$ cat src/hsd_pkg.sv
`default_nettype none
package hsd_pkg;

	// field widths
	localparam int CELL_W = 8;
	localparam int RES_W  = 4;

	// internal coordinate width, sized for the largest spiral the block supports
	localparam int CRD_W = 8;

	localparam int NUM_CELLS_DEF = 128;

	// walk direction codes, zero before the first corner
	localparam logic [2:0] DIR_NONE = 3'd0;
	localparam logic [2:0] DIR_1    = 3'd1;
	localparam logic [2:0] DIR_2    = 3'd2;
	localparam logic [2:0] DIR_3    = 3'd3;
	localparam logic [2:0] DIR_4    = 3'd4;
	localparam logic [2:0] DIR_5    = 3'd5;
	localparam logic [2:0] DIR_6    = 3'd6;

	typedef logic [2:0] dir_t;

	typedef struct packed {
		logic [CELL_W-1:0] cell_a;
		logic [CELL_W-1:0] cell_b;
	} hsd_in_t;

	typedef struct packed {
		logic signed [RES_W-1:0] a_x;
		logic signed [RES_W-1:0] a_y;
		logic signed [RES_W-1:0] a_z;
		logic signed [RES_W-1:0] b_x;
		logic signed [RES_W-1:0] b_y;
		logic signed [RES_W-1:0] b_z;
		logic        [RES_W-1:0] distance;
	} hsd_out_t;

endpackage
`default_nettype wire

$ cat src/hex_spiral_distance.sv
// hex_spiral_distance: two hex spiral cell numbers in, their cube coordinates
// and the hex distance between them out.
//
// Input: raise start with both cell numbers on cells while busy is low; the
// beat is taken at that edge and busy goes high on the next cycle.
// A cell number of zero reads as the origin, one above NUM_CELLS as NUM_CELLS.
// Output: done is high for exactly one cycle with the result on result;
// the receiver must take it then, there is no way to hold it off.
//
// Timing: one step unit walks the spiral a cell per cycle from cell 1 up to
// the larger of the two cell numbers, snapping each coordinate as it passes.
// busy drops in the cycle that done is high, so a new beat can be taken
// right after it; no new beat is taken while a walk or distance step runs.
//
// Reset: arst_n low clears the sequencer to idle with done low; nothing else
// needs to be cleared.
`default_nettype none
module hex_spiral_distance #(
	parameter int NUM_CELLS = hsd_pkg::NUM_CELLS_DEF
) (
	input  wire logic            clk,
	input  wire logic            arst_n,
	input  wire logic            start,
	output logic                 busy,
	input  wire hsd_pkg::hsd_in_t  cells,
	output logic                 done,
	output hsd_pkg::hsd_out_t    result
);
	import hsd_pkg::*;

	localparam int CNT_W = $clog2(NUM_CELLS + 1);

	typedef enum logic [2:0] {
		ST_IDLE = 3'b001,
		ST_WALK = 3'b010,
		ST_DIST = 3'b100
	} state_t;

	typedef logic signed [CRD_W-1:0] crd_t;

	state_t             state_q;
	logic [CNT_W-1:0]   idx_q;
	logic [CNT_W-1:0]   tgt_a_q, tgt_b_q, last_q;
	crd_t               x_q, y_q, z_q, ring_q;
	dir_t               dir_q;
	crd_t               ax_q, ay_q, az_q, bx_q, by_q, bz_q;
	logic               done_q;
	hsd_out_t           result_q;

	logic [CNT_W-1:0]   tgt_a, tgt_b;
	crd_t               x_n, y_n, z_n, ring_n;
	dir_t               dir_n, corner;
	logic               accept;

	assign accept = start && !busy;
	assign busy   = (state_q != ST_IDLE);
	assign done   = done_q;
	assign result = result_q;

	// clamp one cell number into 1..NUM_CELLS
	function automatic logic [CNT_W-1:0] clamp_cell(input logic [CELL_W-1:0] c);
		logic [CNT_W-1:0] r;
		if (c == '0) begin
			r = CNT_W'(1);
		end else if (int'(c) > NUM_CELLS) begin
			r = CNT_W'(NUM_CELLS);
		end else begin
			r = CNT_W'(c);
		end
		return r;
	endfunction

	assign tgt_a = clamp_cell(cells.cell_a);
	assign tgt_b = clamp_cell(cells.cell_b);

	// corner detect on the current cell
	always_comb begin
		corner = DIR_NONE;
		if (x_q == 0 && y_q < 0 && z_q > 0) begin
			corner = DIR_1;
		end else if (y_q == 0 && x_q < 0 && z_q > 0) begin
			corner = DIR_2;
		end else if (z_q == 0 && x_q < 0 && y_q > 0) begin
			corner = DIR_3;
		end else if (x_q == 0 && y_q > 0 && z_q < 0) begin
			corner = DIR_4;
		end else if (y_q == 0 && x_q > 0 && z_q < 0) begin
			corner = DIR_5;
		end else if (z_q == 0 && x_q > 0 && y_q < 0) begin
			corner = DIR_6;
		end
	end

	// shared step unit: next cell of the spiral
	always_comb begin
		x_n    = x_q;
		y_n    = y_q;
		z_n    = z_q;
		ring_n = ring_q;
		dir_n  = dir_q;
		if (idx_q == CNT_W'(1)) begin
			x_n = crd_t'(0);
			y_n = crd_t'(-1);
			z_n = crd_t'(1);
		end else if (corner != DIR_NONE) begin
			dir_n = corner;
			case (corner)
				DIR_1: begin
					x_n = crd_t'(-1); y_n = crd_t'(1) - ring_q; z_n = ring_q;
				end
				DIR_2: begin
					x_n = -ring_q; y_n = crd_t'(1); z_n = ring_q - crd_t'(1);
				end
				DIR_3: begin
					x_n = crd_t'(1) - ring_q; y_n = ring_q; z_n = crd_t'(-1);
				end
				DIR_4: begin
					x_n = crd_t'(1); y_n = ring_q - crd_t'(1); z_n = -ring_q;
				end
				DIR_5: begin
					x_n = ring_q; y_n = crd_t'(-1); z_n = crd_t'(1) - ring_q;
				end
				default: begin
					x_n    = ring_q;
					y_n    = -ring_q - crd_t'(1);
					z_n    = crd_t'(1);
					ring_n = ring_q + crd_t'(1);
				end
			endcase
		end else begin
			case (dir_q)
				DIR_6: begin x_n = x_q - crd_t'(1); z_n = z_q + crd_t'(1); end
				DIR_1: begin x_n = x_q - crd_t'(1); y_n = y_q + crd_t'(1); end
				DIR_2: begin y_n = y_q + crd_t'(1); z_n = z_q - crd_t'(1); end
				DIR_3: begin x_n = x_q + crd_t'(1); z_n = z_q - crd_t'(1); end
				DIR_4: begin x_n = x_q + crd_t'(1); y_n = y_q - crd_t'(1); end
				DIR_5: begin y_n = y_q - crd_t'(1); z_n = z_q + crd_t'(1); end
				default: begin end
			endcase
		end
	end

	// distance from the two captured triples
	logic signed [CRD_W:0]   dx, dy, dz;
	logic        [CRD_W+2:0] dsum;
	always_comb begin
		dx = (CRD_W+1)'(ax_q) - (CRD_W+1)'(bx_q);
		dy = (CRD_W+1)'(ay_q) - (CRD_W+1)'(by_q);
		dz = (CRD_W+1)'(az_q) - (CRD_W+1)'(bz_q);
		dsum = (CRD_W+3)'(unsigned'(dx < 0 ? -dx : dx))
		     + (CRD_W+3)'(unsigned'(dy < 0 ? -dy : dy))
		     + (CRD_W+3)'(unsigned'(dz < 0 ? -dz : dz));
	end

	// sequencer
	always_ff @(posedge clk or negedge arst_n) begin
		if (!arst_n) begin
			state_q <= ST_IDLE;
			done_q  <= 1'b0;
		end else begin
			done_q <= 1'b0;
			case (state_q)
				ST_IDLE: begin
					if (start) begin
						state_q <= ST_WALK;
					end
				end
				ST_WALK: begin
					if (idx_q == last_q) begin
						state_q <= ST_DIST;
					end
				end
				ST_DIST: begin
					state_q <= ST_IDLE;
					done_q  <= 1'b1;
				end
				default: begin
					state_q <= ST_IDLE;
				end
			endcase
		end
	end

	// walk datapath
	always_ff @(posedge clk) begin
		if (accept) begin
			tgt_a_q <= tgt_a;
			tgt_b_q <= tgt_b;
			last_q  <= (tgt_a > tgt_b) ? tgt_a : tgt_b;
			idx_q   <= CNT_W'(1);
			x_q     <= '0;
			y_q     <= '0;
			z_q     <= '0;
			ring_q  <= crd_t'(1);
			dir_q   <= DIR_NONE;
		end else if (state_q == ST_WALK) begin
			if (idx_q == tgt_a_q) begin
				ax_q <= x_q; ay_q <= y_q; az_q <= z_q;
			end
			if (idx_q == tgt_b_q) begin
				bx_q <= x_q; by_q <= y_q; bz_q <= z_q;
			end
			if (idx_q != last_q) begin
				x_q    <= x_n;
				y_q    <= y_n;
				z_q    <= z_n;
				ring_q <= ring_n;
				dir_q  <= dir_n;
				idx_q  <= idx_q + CNT_W'(1);
			end
		end
	end

	// result beat register
	always_ff @(posedge clk) begin
		if (state_q == ST_DIST) begin
			result_q.a_x      <= ax_q[RES_W-1:0];
			result_q.a_y      <= ay_q[RES_W-1:0];
			result_q.a_z      <= az_q[RES_W-1:0];
			result_q.b_x      <= bx_q[RES_W-1:0];
			result_q.b_y      <= by_q[RES_W-1:0];
			result_q.b_z      <= bz_q[RES_W-1:0];
			result_q.distance <= dsum[RES_W:1];
		end
	end

	// checks
	a_accept_busy: assert property (@(posedge clk) disable iff (!arst_n)
		accept |=> busy)
		else $error("accepted beat did not raise busy");

	a_done_from_dist: assert property (@(posedge clk) disable iff (!arst_n)
		done |-> ($past(state_q == ST_DIST) && !busy))
		else $error("done without finishing distance step");

	a_idx_bound: assert property (@(posedge clk) disable iff (!arst_n)
		(state_q == ST_WALK) |-> (idx_q <= last_q))
		else $error("walk index ran past its last cell");

	a_cube_sum: assert property (@(posedge clk) disable iff (!arst_n)
		(state_q == ST_WALK) |-> ((x_q + y_q + z_q) == crd_t'(0)))
		else $error("cube coordinates left the plane");

endmodule
`default_nettype wire

$ cat config.mk
export PLATFORM = sky130hd
export DESIGN_NAME = hex_spiral_distance
export DESIGN_NICKNAME = d
export VERILOG_FILES = /design/src/hsd_pkg.sv /design/src/hex_spiral_distance.sv
export SDC_FILE = /design/constraint.sdc
export NUM_CORES = 1
export LEC_CHECK = 0
export BUFFER_PORTS_ARGS = -buffer_cell sky130_fd_sc_hd__buf_2
export CORE_MARGIN = 4
export CORE_UTILIZATION = 60
export DETAILED_ROUTE_END_ITERATION = 8
export PLACE_DENSITY = 0.83
export SLEW_MARGIN = 10
export SYNTH_ARGS = -nofsm -noshare
export SYNTH_HDL_FRONTEND = slang
export SYNTH_SLANG_ARGS = --single-unit
$ cat constraint.sdc
create_clock -name clk -period 5.2 [get_ports clk]
set_input_delay 0.52 -clock clk [delete_from_list [all_inputs] [get_ports clk]]
set_output_delay 0.52 -clock clk [all_outputs]
set_load 0.01 [all_outputs]
### Word-level counts from Yosys, hierarchy flattened

Cells that the tools add are included.

| word-level totals | value |
|---|---|
| bits in registers | 147 |
| input bits | 19 |
| output and inout port bits | 30 |
| logic and storage cells | 150 |

| cells by class | value |
|---|---|
| $add $sub $neg | 20 |
| order comparisons | 12 |
| equality and inequality tests | 22 |
| mux-type cells | 30 |
| bitwise logic cells | 3 |
| reductions and logical operators | 39 |

Operator list:

| operator | count |
|---|---|
| 32-bit zero test | 3 |
| 8-bit two-way mux | 11 |
| 8-bit case mux with 5 select lines | 2 |
| 8-bit case mux with 2 select lines | 3 |
| 8-bit by 2-bit subtractor with 8-bit output, second input constant | 5 |
| 8-bit by 2-bit adder with 8-bit output, second input constant | 4 |
| 8-bit case mux with 4 select lines | 1 |
| 9-bit by 1-bit less-than comparator with 1-bit output, second input constant | 3 |
| 8-bit by 8-bit subtractor with 9-bit output | 3 |
| 8-bit == test | 3 |
| 8-bit by 1-bit > comparator with 1-bit output, second input constant | 3 |
| 8-bit by 1-bit less-than comparator with 1-bit output, second input constant | 3 |
| 3-bit two-way mux | 8 |
| 3-bit == test, second input constant | 6 |
| 8-bit > comparator, second input constant | 2 |
| 8-bit zero test | 2 |
| 3-bit by 2-bit == test with 1-bit output, second input constant | 5 |
| 5-bit two-way mux | 3 |
| 5-bit negation | 3 |
| 3-bit AND reduction | 5 |
| 1-bit logical AND | 13 |
| 4-bit nonzero test | 3 |
| 2-bit OR reduction | 6 |
| 5-bit adder | 2 |
| 18 further kinds | 24 |

### Longest topological paths before layout

| logic depth | value |
|---|---|
| depth after elaboration | 13 |
| depth in mapped cells | 21 |
| depth with buffers taken out | 21 |

### Worst setup path after synthesis

No wires, ideal clock.

| timing | value |
|---|---|
| kind | register to register |
| start | register ax_q[0] |
| end | register result_q, in the netlist result[3], data pin |
| arrival | 4.015 ns |
| data required time | 4.940 ns |
| path slack | 0.925 ns |
| cell stages (with the launch flop) | 22 |
| clock period less this slack | 4.275 ns |
| cells stage by stage | edfxtp_1 inv_1 ha_1 inv_1 fa_1 a21o_1 a21o_1 a21o_1 a211oi_1 nor2_1 nor2_1 xor2_1 fa_1 inv_1 ha_1 a21o_1 a21oi_1 xnor2_1 xnor2_1 xnor2_1 xnor2_1 xnor2_1 |

| between the ends | value |
|---|---|
| longest elaborated chain between the ends | 5 |

Ends and longest elaborated chain:

| element | line | source |
|---|---|---|
| start: declaration | hex_spiral_distance.sv:46 | `crd_t ax_q, ay_q, az_q, bx_q, by_q, bz_q;` |
| start signal: assignment | hex_spiral_distance.sv:198 | `ax_q <= x_q; ay_q <= y_q; az_q <= z_q;` |
| 8-bit by 8-bit subtractor with 9-bit output * | hex_spiral_distance.sv:147 | `dx = (CRD_W+1)'(ax_q) - (CRD_W+1)'(bx_q);` |
| 9-bit by 1-bit less-than comparator with 1-bit output / 5-bit negation (equally long branches) | hex_spiral_distance.sv:150 | `dsum = (CRD_W+3)'(unsigned'(dx < 0 ? -dx : dx))` |
| 5-bit two-way mux * | hex_spiral_distance.sv:150 |  |
| 5-bit adder * | hex_spiral_distance.sv:151 | `+ (CRD_W+3)'(unsigned'(dy < 0 ? -dy : dy))` |
| 5-bit adder * | hex_spiral_distance.sv:152 | `+ (CRD_W+3)'(unsigned'(dz < 0 ? -dz : dz));` |
| net dsum[4] | hex_spiral_distance.sv:145 | `logic [CRD_W+2:0] dsum;` |
| end: declaration | hex_spiral_distance.sv:48 | `hsd_out_t result_q;` |

Mark *: on every way through the listed nets, which the timed path passes. The rest lies on a longest branch.
A chain may end at the register's enable or synchronous reset.

### Final worst setup path

Same ends and word-level chain as after synthesis.

==> results.md <==
- Hold depth: 1
- Req. time, crit path: 5.39 ns
- P per Cell Area: between 400 and 500 nW/µm²
- Antenna cell count: 0
- Starting Density: 62.1%
- Placement Setup Slack: a little over 0.6 ns
- Max frequency: 0.215 GHz
- Vias in the first global route: 6641
- Row count: 44
- Hold Path Origin: cells[7]
- FF-to-FF setup slack: approximately 0.56 ns
- Clock Latency Late Sink: between 0.4 and 0.5 ns
- Nets: 1002
- Final Max Tran Viols: 0
- Mapped Nets: 971
- Distinct cells, synth: 82
- Top-count cell post-synth: edfxtp_1
- PostCTS Resize Cnt: 0
- Drt drc: 0
- Root Driver: clkbuf_16
- Iter 0 DRT Violations: 654
- Drt first pass iters: 8
- Synth warn: 0
- Mean post-synth cell area: 10.4 µm²
- DR vias: just under 7k
- Worst Tran Pin Value: 1.14 ns
- Hold Path Class: input pin to register
- Final ANT Viol Nets: 0
- Sequential-to-total area share from yosys stat: a little over two fifths
- Sink Count: 147
- Post-CTS Setup Repair Bufs: 0
- Synth area leader: edfxtp_1
- First-pass GRT wire length: 34.0 mm
- Setup CP Type: register to register
- H-Tree Depth: 4
- GRT overflow: 0
- Die X: about 130 µm
- Synth top cells by count: edfxtp_1 (100), xnor2_1 (67), inv_1 (64)
- Routed wire length: 21.0 mm
- CP max-delay cell: fa_1
- Critical Path, Cell by Cell: inv_1, ha_1, inv_1, fa_1, a21o_1, a21o_1, a21o_1, a211oi_1, nor2_1, nor2_1, xor2_1, fa_1, inv_1, ha_1, a21o_1, a21oi_1, xnor2_1, xnor2_1, xnor2_1, xnor2_1, xnor2_1
- Leak: 4.08 nW
- Fill cells: 1044
- FFs w/ async S/R, synth: around 2.7%
- CP Buf/Inv Count: 3
- RSZ-0062 raised after global routing: false
- Post-synthesis sequential element count: roughly 150
- Setup TNS: 0 ns
- FF-to-FF Start: ax_q[0]$_DFFE_PP_
- DR vias/cell: 6.28
- CTS tree: done
- Max clock buf depth: 2
- Share of the synthesized area in the top cell type: 32.9%
- Setup slack after layout: 0.556 ns
- MaxCap Viol Count: 0
- Final setup viols: 0
- WL/cell: roughly 19 µm
- Cell mode on critical path: xnor2_1
- Placeable Area: about 15000 µm²
- Status: finished, final reports clean
- Number of flops mapped to enable cells by yosys: 100
- Clock-pin transition on the worst setup and hold timing paths: 0.06 ns
- GRT Total Usage: between 20% and 30%
- Top cells by area, synth: edfxtp_1 (33%), dfxtp_1 (9.4%), ha_1 (8.6%)
- CP delay by family, top: adder cells
- WHS Endpoint: tgt_b_q[7]$_DFFE_PP_
- HPWL after DPL: approximately 15 mm
- Input/output buffers: 48
- Antenna violations before repair: 0
- Maximum vdd drop: 0.000302 V
- Fin crit share: 89.3%
- Crit end category: register
- Gate Count Post-Synth: 879
- # IOs: 49
- Startpoint types: register
- Post-synth top flop: edfxtp_1
- Final Hold Vio Count: 0
- Synth Cell Area: between 9000 and 10000 µm²
- Placer Congestion: roughly 0.96
- Worst R2R End: result[3]$_DFFE_PP_
- Crit-path max cell delay: 0.61 ns
- Rel. slew slack: approximately a quarter
- CTS buffer count: 17
- Worst Reg-to-Reg Cells: 21
- Post-route minimum period: ~4.6 ns
- Max Clock Skew: 0.00890 ns
- Full die area: ~17000 µm²
- Layout cells sized above 1: 13.0%
- Die Ht: roughly 130 µm
- CP max FO: 3
- Largest net degree at the start of global routing: 31
- Area delta synth->final: 10.7%
- Arrival @ worst endpoint: about 4.8 ns
==> per-stage QoR <==
stage          hold slack (ns)  area (µm²)  util [%]  power (mW)  instances
5_1_grt                  0.337       10100      68.7        5.27       1107
3_5_place_dp             0.328        9470      64.4        3.65       1074
6_report                 0.348       10100      68.7        5.01       1107
3_3_place_gp             0.329        9470      64.4        3.60       1074
4_1_cts                  0.337       10100      68.7        4.97       1107
2_1_floorplan            0.224        9130         -        3.20        879
==> timing repair <==
item | in CTS | in global routing
hold endpoints to repair | 3 | 0
endpoints found under the setup margin | 0 | 0
hold buffers | 1 | 0
==> cell type report <==
cell class	instances	area [µm²]	share of cell area, %
Clock inverter	15	204	2.02
Multi-Input combinational cell	626	4750	47.0
Inverter	64	240	2.38
Timing Repair Buffer	54	288	2.85
Sequential cell	147	3970	39.2
Tap cell	184	230	2.28
Clock buffer	17	425	4.21
==> routing by layer <==
layer	global-route usage [%]	part of all wire, %	vias to the layer above
met5	0	0	-
met3	4.40	7.0	53
met4	10.2	2.9	0
li1	-	-	3282
met2	40.0	48	287
met1	32.8	42	3327
==> worst reg2reg max path, stage by stage, from the launching register on <==
cell and delay, ns:
edfxtp_1 0.38, inv_1 0.07, ha_1 0.14, inv_1 0.06, fa_1 0.43, a21o_1 0.21, a21o_1 0.20, a21o_1 0.18
a211oi_1 0.30, nor2_1 0.15, nor2_1 0.14, xor2_1 0.10, fa_1 0.61, inv_1 0.06, ha_1 0.29, a21o_1 0.19
a21oi_1 0.18, xnor2_1 0.16, xnor2_1 0.16, xnor2_1 0.16, xnor2_1 0.15, xnor2_1 0.09
==> cell families (layout without fill, tap and decap cells) <==
logic type / after synthesis / in the layout / share of synthesized area, %
flops: 147 / 147 / 43.4
xor+xnor: 107 / 107 / 10.3
compound gates: 201 / 201 / 16.0
mux: 11 / 11 / 1.32
fa+ha+maj: 73 / 73 / 10.8
simple gates: 234 / 234 / 13.5
buf+inv: 106 / 150 / 4.70
==> power breakdown <==
group	leakage (nW)	internal, mW	switching [mW]
Sequential	1.32	1.42	0.216
Combinational	2.46	0.808	1.26
Clock	0.301	0.807	0.498
Total	4.08	3.03	1.98
==> cells in the final DEF (no fill, tap or decap), types with 8 or more instances in the layout <==
master / synthesis / final
a211oi_1: 9 / 9
clkbuf_16: 0 / 17
nand4_1: 10 / 10
edfxtp_1: 100 / 100
a21o_1: 17 / 17
dfxtp_1: 43 / 43
buf_2: 10 / 48
inv_1: 64 / 64
fa_1: 10 / 10
mux2_2: 8 / 8
o21ai_0: 27 / 27
nor3_1: 17 / 17
nor2b_1: 11 / 11
nor4_1: 13 / 11
nand3_1: 28 / 28
a22o_1: 10 / 10
and2_1: 10 / 10
a21oi_1: 45 / 45
a31oi_1: 12 / 12
xnor2_1: 67 / 67
nand2_1: 47 / 47
ha_1: 63 / 63
nor2_1: 60 / 60
xor2_1: 40 / 40
==> worst max path at each step <==
stage,startpoint,to,slack (ns),cells past startpoint
3_5_place_dp,ax_q[0]$_DFFE_PP_,result[3]$_DFFE_PP_,0.62,21
6_report,ax_q[0]$_DFFE_PP_,result[3]$_DFFE_PP_,0.56,21
4_1_cts,ax_q[0]$_DFFE_PP_,result[3]$_DFFE_PP_,0.57,21
2_1_floorplan,ax_q[0]$_DFFE_PP_,result[3]$_DFFE_PP_,0.93,21
3_3_place_gp,ax_q[0]$_DFFE_PP_,result[3]$_DFFE_PP_,0.77,21
5_1_grt,ax_q[0]$_DFFE_PP_,result[3]$_DFFE_PP_,0.30,21
==> flip-flops by register name, summed over array words and instances, names as in the netlist <==
| name | cells |
|---|---|
| ax_q | 8 |
| ay_q | 8 |
| az_q | 8 |
| bx_q | 8 |
| by_q | 8 |
| bz_q | 8 |
| dir_q | 3 |
| done | 1 |
| idx_q | 8 |
| last_q | 8 |
| result | 28 |
| ring_q | 8 |
| state_q | 3 |
| tgt_a_q | 8 |
| tgt_b_q | 8 |
| x_q | 8 |
| y_q | 8 |
| z_q | 8 |
No activity file was read; power rests on OpenSTA's default activity.
